### config.mk
export PLATFORM = sky130hd
export DESIGN_NAME = adts_frame_header_walker_top
export DESIGN_NICKNAME = d
export VERILOG_FILES = /design/src/rtl/core/afhw_pkg.sv /design/src/rtl/core/afhw_in_reg.sv /design/src/rtl/core/afhw_walker.sv /design/src/rtl/core/afhw_out_reg.sv /design/src/rtl/core/adts_frame_header_walker_top.sv
export SDC_FILE = /design/constraint.sdc
export NUM_CORES = 1
export LEC_CHECK = 0
export BUFFER_PORTS_ARGS = -buffer_cell sky130_fd_sc_hd__buf_2
export CAP_MARGIN = 40
export CORE_MARGIN = 2
export CORE_UTILIZATION = 50
export DETAILED_ROUTE_END_ITERATION = 10
export GPL_TIMING_DRIVEN = 0
export PLACE_DENSITY_LB_ADDON = 0.08
export SYNTH_ARGS = -nofsm -noshare
export SYNTH_HDL_FRONTEND = slang
export SYNTH_SLANG_ARGS = --single-unit
### constraint.sdc
create_clock -name clock -period 5.25 [get_ports clock]
set_input_delay 0.525 -clock clock [delete_from_list [all_inputs] [get_ports clock]]
set_output_delay 0.525 -clock clock [all_outputs]
set_load 0.02 [all_outputs]
### src/rtl/core/afhw_pkg.sv
package afhw_pkg;

   localparam logic [12:0] HDR_LEN      = 13'd7;
   localparam logic [2:0]  SEEN_MAX     = 3'd7;
   localparam logic [2:0]  HDR_LAST_POS = 3'd6;
   localparam logic [7:0]  SYNC_BYTE    = 8'hFF;
   localparam logic [3:0]  SYNC_NIBBLE  = 4'hF;
   localparam logic [3:0]  RATE_IDX_MAX = 4'd12;
   localparam logic [2:0]  MPEG2_CODE   = 3'd2;
   localparam logic [2:0]  MPEG4_CODE   = 3'd4;

   typedef enum logic [2:0] {
      ST_OK        = 3'd0,
      ST_TOO_SHORT = 3'd1,
      ST_NO_SYNC   = 3'd2,
      ST_BAD_LAYER = 3'd3,
      ST_BAD_RATE  = 3'd4,
      ST_BAD_CHAN  = 3'd5
   } status_type;

   typedef struct packed {
      logic       valid;
      logic [7:0] data;
      logic       last;
   } in_beat_type;

   typedef struct packed {
      logic       valid;
      logic       id;
      logic       crc;
      logic [1:0] profile;
      logic [3:0] rate_idx;
      logic [2:0] chan_idx;
   } hdr_fields_type;

   // first member lands in the top bits of tdata
   typedef struct packed {
      logic        pad;
      logic [31:0] byte_total;
      logic [31:0] frame_total;
      logic [3:0]  channel_count;
      logic [16:0] sample_rate_hz;
      logic [2:0]  audio_profile;
      logic        has_crc;
      logic [2:0]  mpeg_version;
      status_type  status;
   } rsp_fields_type;

   function automatic logic [16:0] rate_hz(input logic [3:0] idx);
      logic [16:0] hz;
      unique case (idx)
         4'd0:    hz = 17'd96000;
         4'd1:    hz = 17'd88200;
         4'd2:    hz = 17'd64000;
         4'd3:    hz = 17'd48000;
         4'd4:    hz = 17'd44100;
         4'd5:    hz = 17'd32000;
         4'd6:    hz = 17'd24000;
         4'd7:    hz = 17'd22050;
         4'd8:    hz = 17'd16000;
         4'd9:    hz = 17'd12000;
         4'd10:   hz = 17'd11025;
         4'd11:   hz = 17'd8000;
         4'd12:   hz = 17'd7350;
         default: hz = 17'd0;
      endcase
      return hz;
   endfunction

   function automatic logic [3:0] chan_count(input logic [2:0] idx);
      return (idx == 3'd7) ? 4'd8 : {1'b0, idx};
   endfunction

endpackage

### src/rtl/core/afhw_in_reg.sv
module afhw_in_reg (
   input  logic                  clock,
   input  logic                  reset,
   input  logic                  req_tvalid,
   output logic                  req_tready,
   input  logic [7:0]            req_tdata,
   input  logic                  req_tlast,
   input  logic                  take,
   output afhw_pkg::in_beat_type beat
);
   import afhw_pkg::*;

   logic       valid_ff, valid_in;
   logic [7:0] data_ff;
   logic       last_ff;

   assign req_tready = !valid_ff || take;
   assign valid_in   = req_tready ? req_tvalid : valid_ff;

   always_ff @(posedge clock) begin
      if (reset) begin
         valid_ff <= 1'b0;
      end else begin
         valid_ff <= valid_in;
      end
      if (req_tready) begin
         data_ff <= req_tdata;
         last_ff <= req_tlast;
      end
   end

   assign beat = '{valid: valid_ff, data: data_ff, last: last_ff};

endmodule

### src/rtl/core/afhw_walker.sv
module afhw_walker #(
   parameter int TOTAL_WIDTH = 32
) (
   input  logic                     clock,
   input  logic                     reset,
   input  afhw_pkg::in_beat_type    beat,
   input  logic                     fire,
   output logic                     res_valid,
   output afhw_pkg::rsp_fields_type res_data
);
   import afhw_pkg::*;

   typedef enum logic [1:0] {
      PH_CAPTURE = 2'd0,
      PH_PAYLOAD = 2'd1,
      PH_DONE    = 2'd2
   } phase_type;

   localparam int TW = TOTAL_WIDTH;

   phase_type      phase_ff, phase_in;
   logic [7:0]     hdr_ff [6];
   logic [2:0]     pos_ff, pos_in;
   logic [12:0]    remain_ff, remain_in;
   logic [2:0]     blocks_ff, blocks_in;
   logic [12:0]    len_ff, len_in;
   logic [2:0]     seen_ff, seen_in;
   hdr_fields_type lat_ff, lat_in;
   status_type     err_ff, err_in;
   logic [TW-1:0]  frames_ff, frames_in;
   logic [TW-1:0]  bytes_ff, bytes_in;

   logic [12:0]    hdr_len;
   logic [3:0]     rate_idx;
   logic           done_frame;
   logic [2:0]     add_blocks;
   logic [12:0]    add_len;
   logic [TW:0]    frames_sum, bytes_sum;
   status_type     status;
   logic           show_hdr;
   logic [31:0]    frames_out, bytes_out;

   assign hdr_len  = {hdr_ff[3][1:0], hdr_ff[4], hdr_ff[5][7:5]};
   assign rate_idx = hdr_ff[2][5:2];

   always_comb begin
      phase_in   = phase_ff;
      pos_in     = pos_ff;
      remain_in  = remain_ff;
      blocks_in  = blocks_ff;
      len_in     = len_ff;
      seen_in    = seen_ff;
      lat_in     = lat_ff;
      err_in     = err_ff;
      done_frame = 1'b0;
      add_blocks = blocks_ff;
      add_len    = len_ff;
      if (fire) begin
         seen_in = (seen_ff == SEEN_MAX) ? SEEN_MAX : seen_ff + 3'd1;
         unique case (phase_ff)
            PH_CAPTURE: begin
               if (pos_ff == HDR_LAST_POS) begin
                  pos_in = 3'd0;
                  priority if (hdr_ff[0] != SYNC_BYTE || hdr_ff[1][7:4] != SYNC_NIBBLE) begin
                     err_in   = ST_NO_SYNC;
                     phase_in = PH_DONE;
                  end else if (hdr_ff[1][2:1] != 2'd0) begin
                     err_in   = ST_BAD_LAYER;
                     phase_in = PH_DONE;
                  end else if (rate_idx > RATE_IDX_MAX) begin
                     err_in   = ST_BAD_RATE;
                     phase_in = PH_DONE;
                  end else begin
                     lat_in = '{valid: 1'b1, id: hdr_ff[1][3], crc: ~hdr_ff[1][0],
                                profile: hdr_ff[2][7:6], rate_idx: rate_idx,
                                chan_idx: {hdr_ff[2][0], hdr_ff[3][7:6]}};
                     if (hdr_len < HDR_LEN) begin
                        phase_in = PH_DONE;
                     end else begin
                        blocks_in  = {1'b0, beat.data[1:0]} + 3'd1;
                        len_in     = hdr_len;
                        remain_in  = hdr_len - HDR_LEN;
                        add_blocks = blocks_in;
                        add_len    = hdr_len;
                        if (remain_in == 13'd0) begin
                           done_frame = 1'b1;
                           phase_in   = PH_CAPTURE;
                        end else begin
                           phase_in = PH_PAYLOAD;
                        end
                     end
                  end
               end else begin
                  pos_in = pos_ff + 3'd1;
               end
            end
            PH_PAYLOAD: begin
               remain_in = remain_ff - 13'd1;
               if (remain_in == 13'd0) begin
                  done_frame = 1'b1;
                  phase_in   = PH_CAPTURE;
               end
            end
            PH_DONE: begin
            end
            default: begin
               phase_in = PH_DONE;
            end
         endcase
      end
   end

   // saturating totals
   assign frames_sum = {1'b0, frames_ff} + (TW + 1)'(add_blocks);
   assign bytes_sum  = {1'b0, bytes_ff} + (TW + 1)'(add_len);

   always_comb begin
      frames_in = frames_ff;
      bytes_in  = bytes_ff;
      if (done_frame) begin
         frames_in = frames_sum[TW] ? {TW{1'b1}} : frames_sum[TW-1:0];
         bytes_in  = bytes_sum[TW] ? {TW{1'b1}} : bytes_sum[TW-1:0];
      end
   end

   generate
      if (TW >= 32) begin : g_wide
         assign frames_out = frames_in[31:0];
         assign bytes_out  = bytes_in[31:0];
      end else begin : g_narrow
         assign frames_out = 32'(frames_in);
         assign bytes_out  = 32'(bytes_in);
      end
   endgenerate

   always_comb begin
      priority if (err_in != ST_OK) begin
         status = err_in;
      end else if (seen_in != SEEN_MAX) begin
         status = ST_TOO_SHORT;
      end else begin
         status = ST_OK;
      end
   end

   assign show_hdr  = lat_in.valid && status != ST_TOO_SHORT;
   assign res_valid = fire && beat.last;

   always_comb begin
      res_data                = '0;
      res_data.status         = status;
      if (show_hdr) begin
         res_data.mpeg_version   = lat_in.id ? MPEG2_CODE : MPEG4_CODE;
         res_data.has_crc        = lat_in.crc;
         res_data.audio_profile  = {1'b0, lat_in.profile} + 3'd1;
         res_data.sample_rate_hz = rate_hz(lat_in.rate_idx);
         res_data.channel_count  = chan_count(lat_in.chan_idx);
      end
      if (status != ST_TOO_SHORT) begin
         res_data.frame_total = frames_out;
         res_data.byte_total  = bytes_out;
      end
   end

   always_ff @(posedge clock) begin
      if (reset || (fire && beat.last)) begin
         phase_ff  <= PH_CAPTURE;
         pos_ff    <= '0;
         remain_ff <= '0;
         blocks_ff <= '0;
         len_ff    <= '0;
         seen_ff   <= '0;
         lat_ff    <= '0;
         err_ff    <= ST_OK;
         frames_ff <= '0;
         bytes_ff  <= '0;
      end else begin
         phase_ff  <= phase_in;
         pos_ff    <= pos_in;
         remain_ff <= remain_in;
         blocks_ff <= blocks_in;
         len_ff    <= len_in;
         seen_ff   <= seen_in;
         lat_ff    <= lat_in;
         err_ff    <= err_in;
         frames_ff <= frames_in;
         bytes_ff  <= bytes_in;
      end
   end

   // header store: the seventh byte is used straight from the input register
   always_ff @(posedge clock) begin
      if (fire && phase_ff == PH_CAPTURE && pos_ff != HDR_LAST_POS) begin
         hdr_ff[pos_ff] <= beat.data;
      end
   end

endmodule

### src/rtl/core/afhw_out_reg.sv
module afhw_out_reg (
   input  logic                     clock,
   input  logic                     reset,
   input  logic                     res_valid,
   input  afhw_pkg::rsp_fields_type res_data,
   output logic                     take,
   output logic                     rsp_tvalid,
   input  logic                     rsp_tready,
   output logic [95:0]              rsp_tdata
);
   import afhw_pkg::*;

   logic           valid_ff, valid_in;
   rsp_fields_type data_ff;

   assign take     = !valid_ff || rsp_tready;
   assign valid_in = take ? res_valid : valid_ff;

   always_ff @(posedge clock) begin
      if (reset) begin
         valid_ff <= 1'b0;
      end else begin
         valid_ff <= valid_in;
      end
      if (take) begin
         data_ff <= res_data;
      end
   end

   assign rsp_tvalid = valid_ff;
   assign rsp_tdata  = data_ff;

endmodule

### src/rtl/core/adts_frame_header_walker_top.sv
// ADTS frame header walker.
// req channel: one buffer byte per beat, tlast on the final byte of the buffer.
// The buffer must start at a frame header. Each 7-byte header is checked,
// its payload skipped, and complete frames are added to the totals.
// rsp channel: exactly one summary beat per buffer, sent for the tlast byte:
// status, fields of the last good header, frame and byte totals.
// The tlast beat passes the input register, then the result register, before
// rsp_tvalid rises. Throughput: one byte per cycle, set by the combinational
// header/counter update between the two registers, while the result register
// has room; a tlast byte waits in the input register while it is full.
// Totals saturate at TOTAL_WIDTH bits and are reported in 32 bits.
// Reset clears the walk state and both registers; after each summary the
// walker returns to that same state for the next buffer.
// When rsp_tready is low the summary holds in the result register; bytes keep
// flowing until a second summary would need the register, then req_tready drops.
module adts_frame_header_walker_top #(
   parameter int TOTAL_WIDTH = 32
) (
   input  logic        clock,
   input  logic        reset,
   input  logic        req_tvalid,
   output logic        req_tready,
   input  logic [7:0]  req_tdata,   // [7:0] data_byte
   input  logic        req_tlast,
   output logic        rsp_tvalid,
   input  logic        rsp_tready,
   // [2:0] status, [5:3] mpeg_version, [6] has_crc, [9:7] audio_profile,
   // [26:10] sample_rate_hz, [30:27] channel_count, [62:31] frame_total,
   // [94:63] byte_total, [95] zero
   output logic [95:0] rsp_tdata
);
   import afhw_pkg::*;

   in_beat_type    beat;
   logic           take;
   logic           advance;
   logic           res_valid;
   rsp_fields_type res_data;
   rsp_fields_type rsp_view;

   // only the tlast byte needs room in the result register
   assign advance = take || !beat.last;

   afhw_in_reg u_in (
      .clock(clock), .reset(reset),
      .req_tvalid(req_tvalid), .req_tready(req_tready),
      .req_tdata(req_tdata), .req_tlast(req_tlast),
      .take(advance), .beat(beat)
   );

   afhw_walker #(.TOTAL_WIDTH(TOTAL_WIDTH)) u_walk (
      .clock(clock), .reset(reset),
      .beat(beat), .fire(beat.valid && advance),
      .res_valid(res_valid), .res_data(res_data)
   );

   afhw_out_reg u_out (
      .clock(clock), .reset(reset),
      .res_valid(res_valid), .res_data(res_data), .take(take),
      .rsp_tvalid(rsp_tvalid), .rsp_tready(rsp_tready), .rsp_tdata(rsp_tdata)
   );

   assign rsp_view = rsp_fields_type'(rsp_tdata);

   // channel index covers all codes, so no bad-channel status
   a_no_bad_chan: assert property (@(posedge clock) disable iff (reset)
      rsp_tvalid |-> rsp_view.status != ST_BAD_CHAN)
      else $error("bad channel status reported");

   a_short_zero: assert property (@(posedge clock) disable iff (reset)
      rsp_tvalid && rsp_view.status == ST_TOO_SHORT |->
         rsp_view.frame_total == 32'd0 && rsp_view.byte_total == 32'd0 &&
         rsp_view.mpeg_version == 3'd0)
      else $error("short buffer summary not cleared");

   a_hdr_consistent: assert property (@(posedge clock) disable iff (reset)
      rsp_tvalid && rsp_view.audio_profile != 3'd0 |->
         rsp_view.mpeg_version == MPEG2_CODE || rsp_view.mpeg_version == MPEG4_CODE)
      else $error("header fields inconsistent");

   a_one_summary: assert property (@(posedge clock) disable iff (reset)
      req_tvalid && req_tready && req_tlast |=> ##1 rsp_tvalid)
      else $error("summary missing after last byte");

endmodule
==> flow_summary.html <==
<table>
<tr><th>Metric</th><th>Value</th></tr>
<tr><th colspan="2">Run status</th></tr>
<tr><td>Status</td><td>complete, no violations</td></tr>
<tr><th colspan="2">Layout</th></tr>
<tr><td>Diodes inserted</td><td>0</td></tr>
<tr><td>Final design utilization</td><td>59.5%</td></tr>
<tr><td>Post-route cell area</td><td>14,400 um2</td></tr>
<tr><td>Share of post-route cells with drive strength above 1</td><td>16.4%</td></tr>
<tr><td>Final-stage net count</td><td>1,421</td></tr>
<tr><td>Area growth from synthesis to layout</td><td>17.1%</td></tr>
<tr><th colspan="2">Yosys</th></tr>
<tr><td>Yosys warnings</td><td>0</td></tr>
<tr><td>EDFF count, synth</td><td>141</td></tr>
<tr><td>Most frequent cell after synthesis</td><td>sky130_fd_sc_hd__edfxtp_1</td></tr>
<tr><td>Number of instances in the synthesized netlist</td><td>1,221</td></tr>
<tr><td>Dominant combinational cell family by area after synthesis</td><td>simple AND/OR/NAND/NOR gates</td></tr>
<tr><td>Post-synthesis xor/xnor area fraction</td><td>1.56%</td></tr>
<tr><td>Adder-cell share of the synthesized area</td><td>3.25%</td></tr>
<tr><td>Sequential share of the synthesized area</td><td>53.5%</td></tr>
<tr><td>Synth Area in Compound Gates</td><td>16.2%</td></tr>
<tr><td>Number of register bits inferred by synthesis</td><td>259</td></tr>
<tr><td>Prevailing post-synth register cell</td><td>sky130_fd_sc_hd__edfxtp_1</td></tr>
<tr><td>Portion of netlist area occupied by mux cells</td><td>1.57%</td></tr>
<tr><td>Cell taking the most area after synthesis</td><td>sky130_fd_sc_hd__edfxtp_1</td></tr>
<tr><td>Top post-synthesis cells by area</td><td>sky130_fd_sc_hd__edfxtp_1 34%, sky130_fd_sc_hd__dfxtp_1 19%, sky130_fd_sc_hd__nand2_1 3.7%, sky130_fd_sc_hd__a21oi_1 3.2%, sky130_fd_sc_hd__nor3_1 3.2%</td></tr>
<tr><td>Top-area cell type share of the netlist area</td><td>34.3%</td></tr>
<tr><td>Number of distinct standard cells referenced by the synthesized netlist</td><td>77</td></tr>
<tr><td>Synthesized-area fraction occupied by and/or/nand/nor cells</td><td>20.5%</td></tr>
<tr><td>Top post-synthesis cells by count</td><td>141 x sky130_fd_sc_hd__edfxtp_1, 121 x sky130_fd_sc_hd__nand2_1, 118 x sky130_fd_sc_hd__dfxtp_1</td></tr>
<tr><td>Proportion of synthesized flip-flops having asynchronous set or reset</td><td>0%</td></tr>
<tr><td>Area of the mapped netlist</td><td>12,300 um2</td></tr>
<tr><td>Mean post-synth cell area</td><td>10.1 um2</td></tr>
<tr><th colspan="2">CTS</th></tr>
<tr><td>Clk pin slew, worst setup/hold paths</td><td>0.06 ns</td></tr>
<tr><td>Clock net sink count</td><td>259</td></tr>
<tr><td>Root Driver</td><td>sky130_fd_sc_hd__clkbuf_16</td></tr>
<tr><td>TritonCTS buffer count</td><td>28</td></tr>
<tr><td>Count of hold-fix buffers inserted at cts</td><td>0</td></tr>
<tr><td>Clock buffer depth</td><td>3</td></tr>
<tr><td>Clock insertion delay at the later pin of the skew report</td><td>0.55 ns</td></tr>
<tr><td>Count of H-tree levels built during CTS</td><td>1</td></tr>
<tr><td>CTS tree</td><td>built</td></tr>
<tr><th colspan="2">Critical path</th></tr>
<tr><td>Largest fanout on the critical path</td><td>10</td></tr>
<tr><td>Critical Path RT</td><td>5.58 ns</td></tr>
<tr><td>Critical Path Start Type</td><td>register</td></tr>
<tr><td>CP Data Arrival Time</td><td>5.31 ns</td></tr>
<tr><td>Endpoint class of the critical path</td><td>register</td></tr>
<tr><td>Type of the setup path with the least slack</td><td>register to register</td></tr>
<tr><th colspan="2">Global route</th></tr>
<tr><td>Vias in the first global route</td><td>9,478</td></tr>
<tr><td>Pin count of the biggest net entering global routing</td><td>69</td></tr>
<tr><td>First-pass GRT wire length</td><td>51,100 um</td></tr>
<tr><td>Initial antenna violation count</td><td>0</td></tr>
<tr><td>Total GRT Usage</td><td>24.7%</td></tr>
<tr><td>Total congestion overflow after global routing</td><td>0</td></tr>
<tr><th colspan="2">Drt</th></tr>
<tr><td>DR DRC count</td><td>0</td></tr>
<tr><td>Router iterations before antenna repair</td><td>4</td></tr>
<tr><td>Overall routed net length</td><td>32,300 um</td></tr>
<tr><td>Vias per cell</td><td>5.93</td></tr>
<tr><td>Detailed-route via count</td><td>10,200</td></tr>
<tr><td>DRC marker count from the first detailed-route iteration</td><td>809</td></tr>
<tr><td>Residual antenna-violating net count after detailed routing</td><td>0</td></tr>
<tr><td>Average routed wire per standard cell</td><td>18.7 um</td></tr>
<tr><th colspan="2">Die</th></tr>
<tr><td>Area of the die</td><td>25,900 um2</td></tr>
<tr><td>Count of standard-cell rows</td><td>57</td></tr>
<tr><td>Std-Cell Core Area</td><td>24,200 um2</td></tr>
<tr><td>Die height</td><td>161 um</td></tr>
<tr><td>Starting Density</td><td>50.9%</td></tr>
<tr><td>Width of the die</td><td>161 um</td></tr>
<tr><td>Count of pins on the block boundary</td><td>111</td></tr>
<tr><th colspan="2">Timing</th></tr>
<tr><td>Worst slew margin relative to its limit</td><td>37.8%</td></tr>
<tr><td>Highest attainable clock frequency</td><td>201 MHz</td></tr>
<tr><td>Number of hold violations in the final report</td><td>0</td></tr>
<tr><td>Part of the cycle the worst path needs</td><td>94.8%</td></tr>
<tr><td>Clock period minus worst slack</td><td>4.97 ns</td></tr>
<tr><td>Post-route setup slack</td><td>0.275 ns</td></tr>
<tr><td>Count of pins over their slew limit</td><td>0</td></tr>
<tr><td>Final setup fails</td><td>0</td></tr>
<tr><td>RSZ-0062 raised after global routing</td><td>no</td></tr>
<tr><td>Maximum clock skew at final layout</td><td>0.0206 ns</td></tr>
<tr><td>Slew at the pin with the worst max-slew slack</td><td>0.927 ns</td></tr>
<tr><th colspan="2">Placement</th></tr>
<tr><td>Post-place setup slack</td><td>-0.911 ns</td></tr>
<tr><td>Port bufs</td><td>108</td></tr>
<tr><td>Half-perimeter wire length after detailed placement</td><td>22,700 um</td></tr>
<tr><td>Area of placed instances</td><td>13,400 um2</td></tr>
<tr><td>Routability Congestion</td><td>0.898</td></tr>
<tr><th colspan="2">Power and ir drop</th></tr>
<tr><td>Leak Pwr</td><td>5.62 nW</td></tr>
<tr><td>Total power density per cell area</td><td>292 nW/um2</td></tr>
<tr><td>Max VDD drop</td><td>226 uV</td></tr>
<tr><th colspan="2">Flow run</th></tr>
<tr><td>Max Cap Violations</td><td>0</td></tr>
<tr><th colspan="2">Worst hold path</th></tr>
<tr><td>Class of the tightest hold or removal check</td><td>input pin to register</td></tr>
</table>
metal layers:
| metal | vias to the layer above | GRT usage [%] | routed length, um |
|---|---|---|---|
| met2 | 319 | 40.1 | 14700 |
| met1 | 4901 | 35.1 | 14900 |
| met4 | 0 | 7.18 | 829 |
| met5 | - | 0 | 0 |
| met3 | 72 | 2.93 | 1840 |
| li1 | 4931 | - | - |
placed cells by master, fill, tap and decap left out, drive strengths merged, types with 10 or more instances in the layout:
master and n:
a211oi 29, a21o 10, a21oi 82, a22oi 12, a311oi 14, a31oi 46
and2 22, and3 21, buf 147, clkbuf 91, dfxtp 118, edfxtp 141
ha 28, inv 28, mux2i 16, nand2 121, nand2b 10, nand3 39
nand4 14, nor2 92, nor3 80, nor4 16, o21ai 50, o31ai 12
or3 12, or4 14, xnor2 13
critical path: stages, from the launching register on:
cell	delay [ns]
sky130_fd_sc_hd__edfxtp_1	0.53
sky130_fd_sc_hd__nor4_4	0.40
sky130_fd_sc_hd__nand4_1	0.22
sky130_fd_sc_hd__or4b_1	0.27
sky130_fd_sc_hd__buf_2	0.26
sky130_fd_sc_hd__clkbuf_4	0.26
sky130_fd_sc_hd__nand2_1	0.08
sky130_fd_sc_hd__nand2_1	0.06
sky130_fd_sc_hd__ha_1	0.20
sky130_fd_sc_hd__inv_1	0.07
sky130_fd_sc_hd__fa_1	0.41
sky130_fd_sc_hd__nor2b_1	0.12
sky130_fd_sc_hd__o21ai_0	0.15
sky130_fd_sc_hd__a211oi_2	0.37
sky130_fd_sc_hd__nor3_2	0.15
sky130_fd_sc_hd__a2111oi_4	0.41
sky130_fd_sc_hd__buf_2	0.26
sky130_fd_sc_hd__nor2_2	0.14
sky130_fd_sc_hd__a211oi_1	0.39
timing repair:
item                       4_1_cts  5_1_grt
buffers inserted                 1       11
setup endpoints to repair       96       99
pin swaps                        1        4
resized for setup               10       12
flip-flops by register name (all words and copies together) (netlist names), 8 cells and up:
signal / flops
u_in.data_ff: 8
u_out.rsp_tdata: 94
u_walk.bytes_ff: 32
u_walk.frames_ff: 32
u_walk.hdr_ff: 38
u_walk.lat_ff: 12
u_walk.len_ff: 13
u_walk.remain_ff: 13
where the power goes:
part,switching [mW],internal [mW],leakage (nW),total [mW]
sequential,0.0149,2.15,2.52,2.17
combinational,0.0788,0.0279,2.64,0.107
clock,0.805,1.14,0.450,1.95
total,0.899,3.32,5.62,4.22
cell type report:
class	instances	area [um2]
Multi-Input combinational cell	864	5400
Timing Repair Buffer	127	693
Clock buffer	40	786
Fill cell	2165	9810
Buffer	71	333
Inverter	27	101
Clock inverter	12	126
Tap cell	324	405
Sequential cell	259	6600
worst paths after layout:
path / start / endpoint / slack [ns] / depth (start not counted)
worst max-delay path: u_walk.hdr_ff[4][3] / u_out.rsp_tdata[63] / 0.28 / 18
worst min-delay path: req_tdata[6] / u_in.data_ff[6] / 0.16 / 1
worst max register to register: u_walk.hdr_ff[4][3] / u_out.rsp_tdata[63] / 0.28 / 18
worst min register to register: u_walk.len_ff[0] / u_walk.len_ff[0] / 0.46 / 2
kinds of logic (layout without fill, tap and decap cells):
kind of cell,Yosys count,in the layout
compound gates,301,301
simple gates,489,489
xor+xnor,22,22
buf+inv,99,277
flops,259,259
mux,19,19
fa+ha+maj,31,31
other cells,1,2
metrics by stage:
stage | TNS, ns | power (mW) | hold WS (ns) | instances
floorplan | 0 | 2.27 | 0.440 | 1222
global placement | -44.11 | 2.32 | 0.447 | 1654
detailed placement | -30.87 | 2.32 | 0.453 | 1661
CTS | 0 | 4.25 | 0.136 | 1713
global route | 0 | 4.34 | 0.136 | 1724
finish | 0 | 4.22 | 0.160 | 1724
No activity file was read; power rests on OpenSTA's default activity.
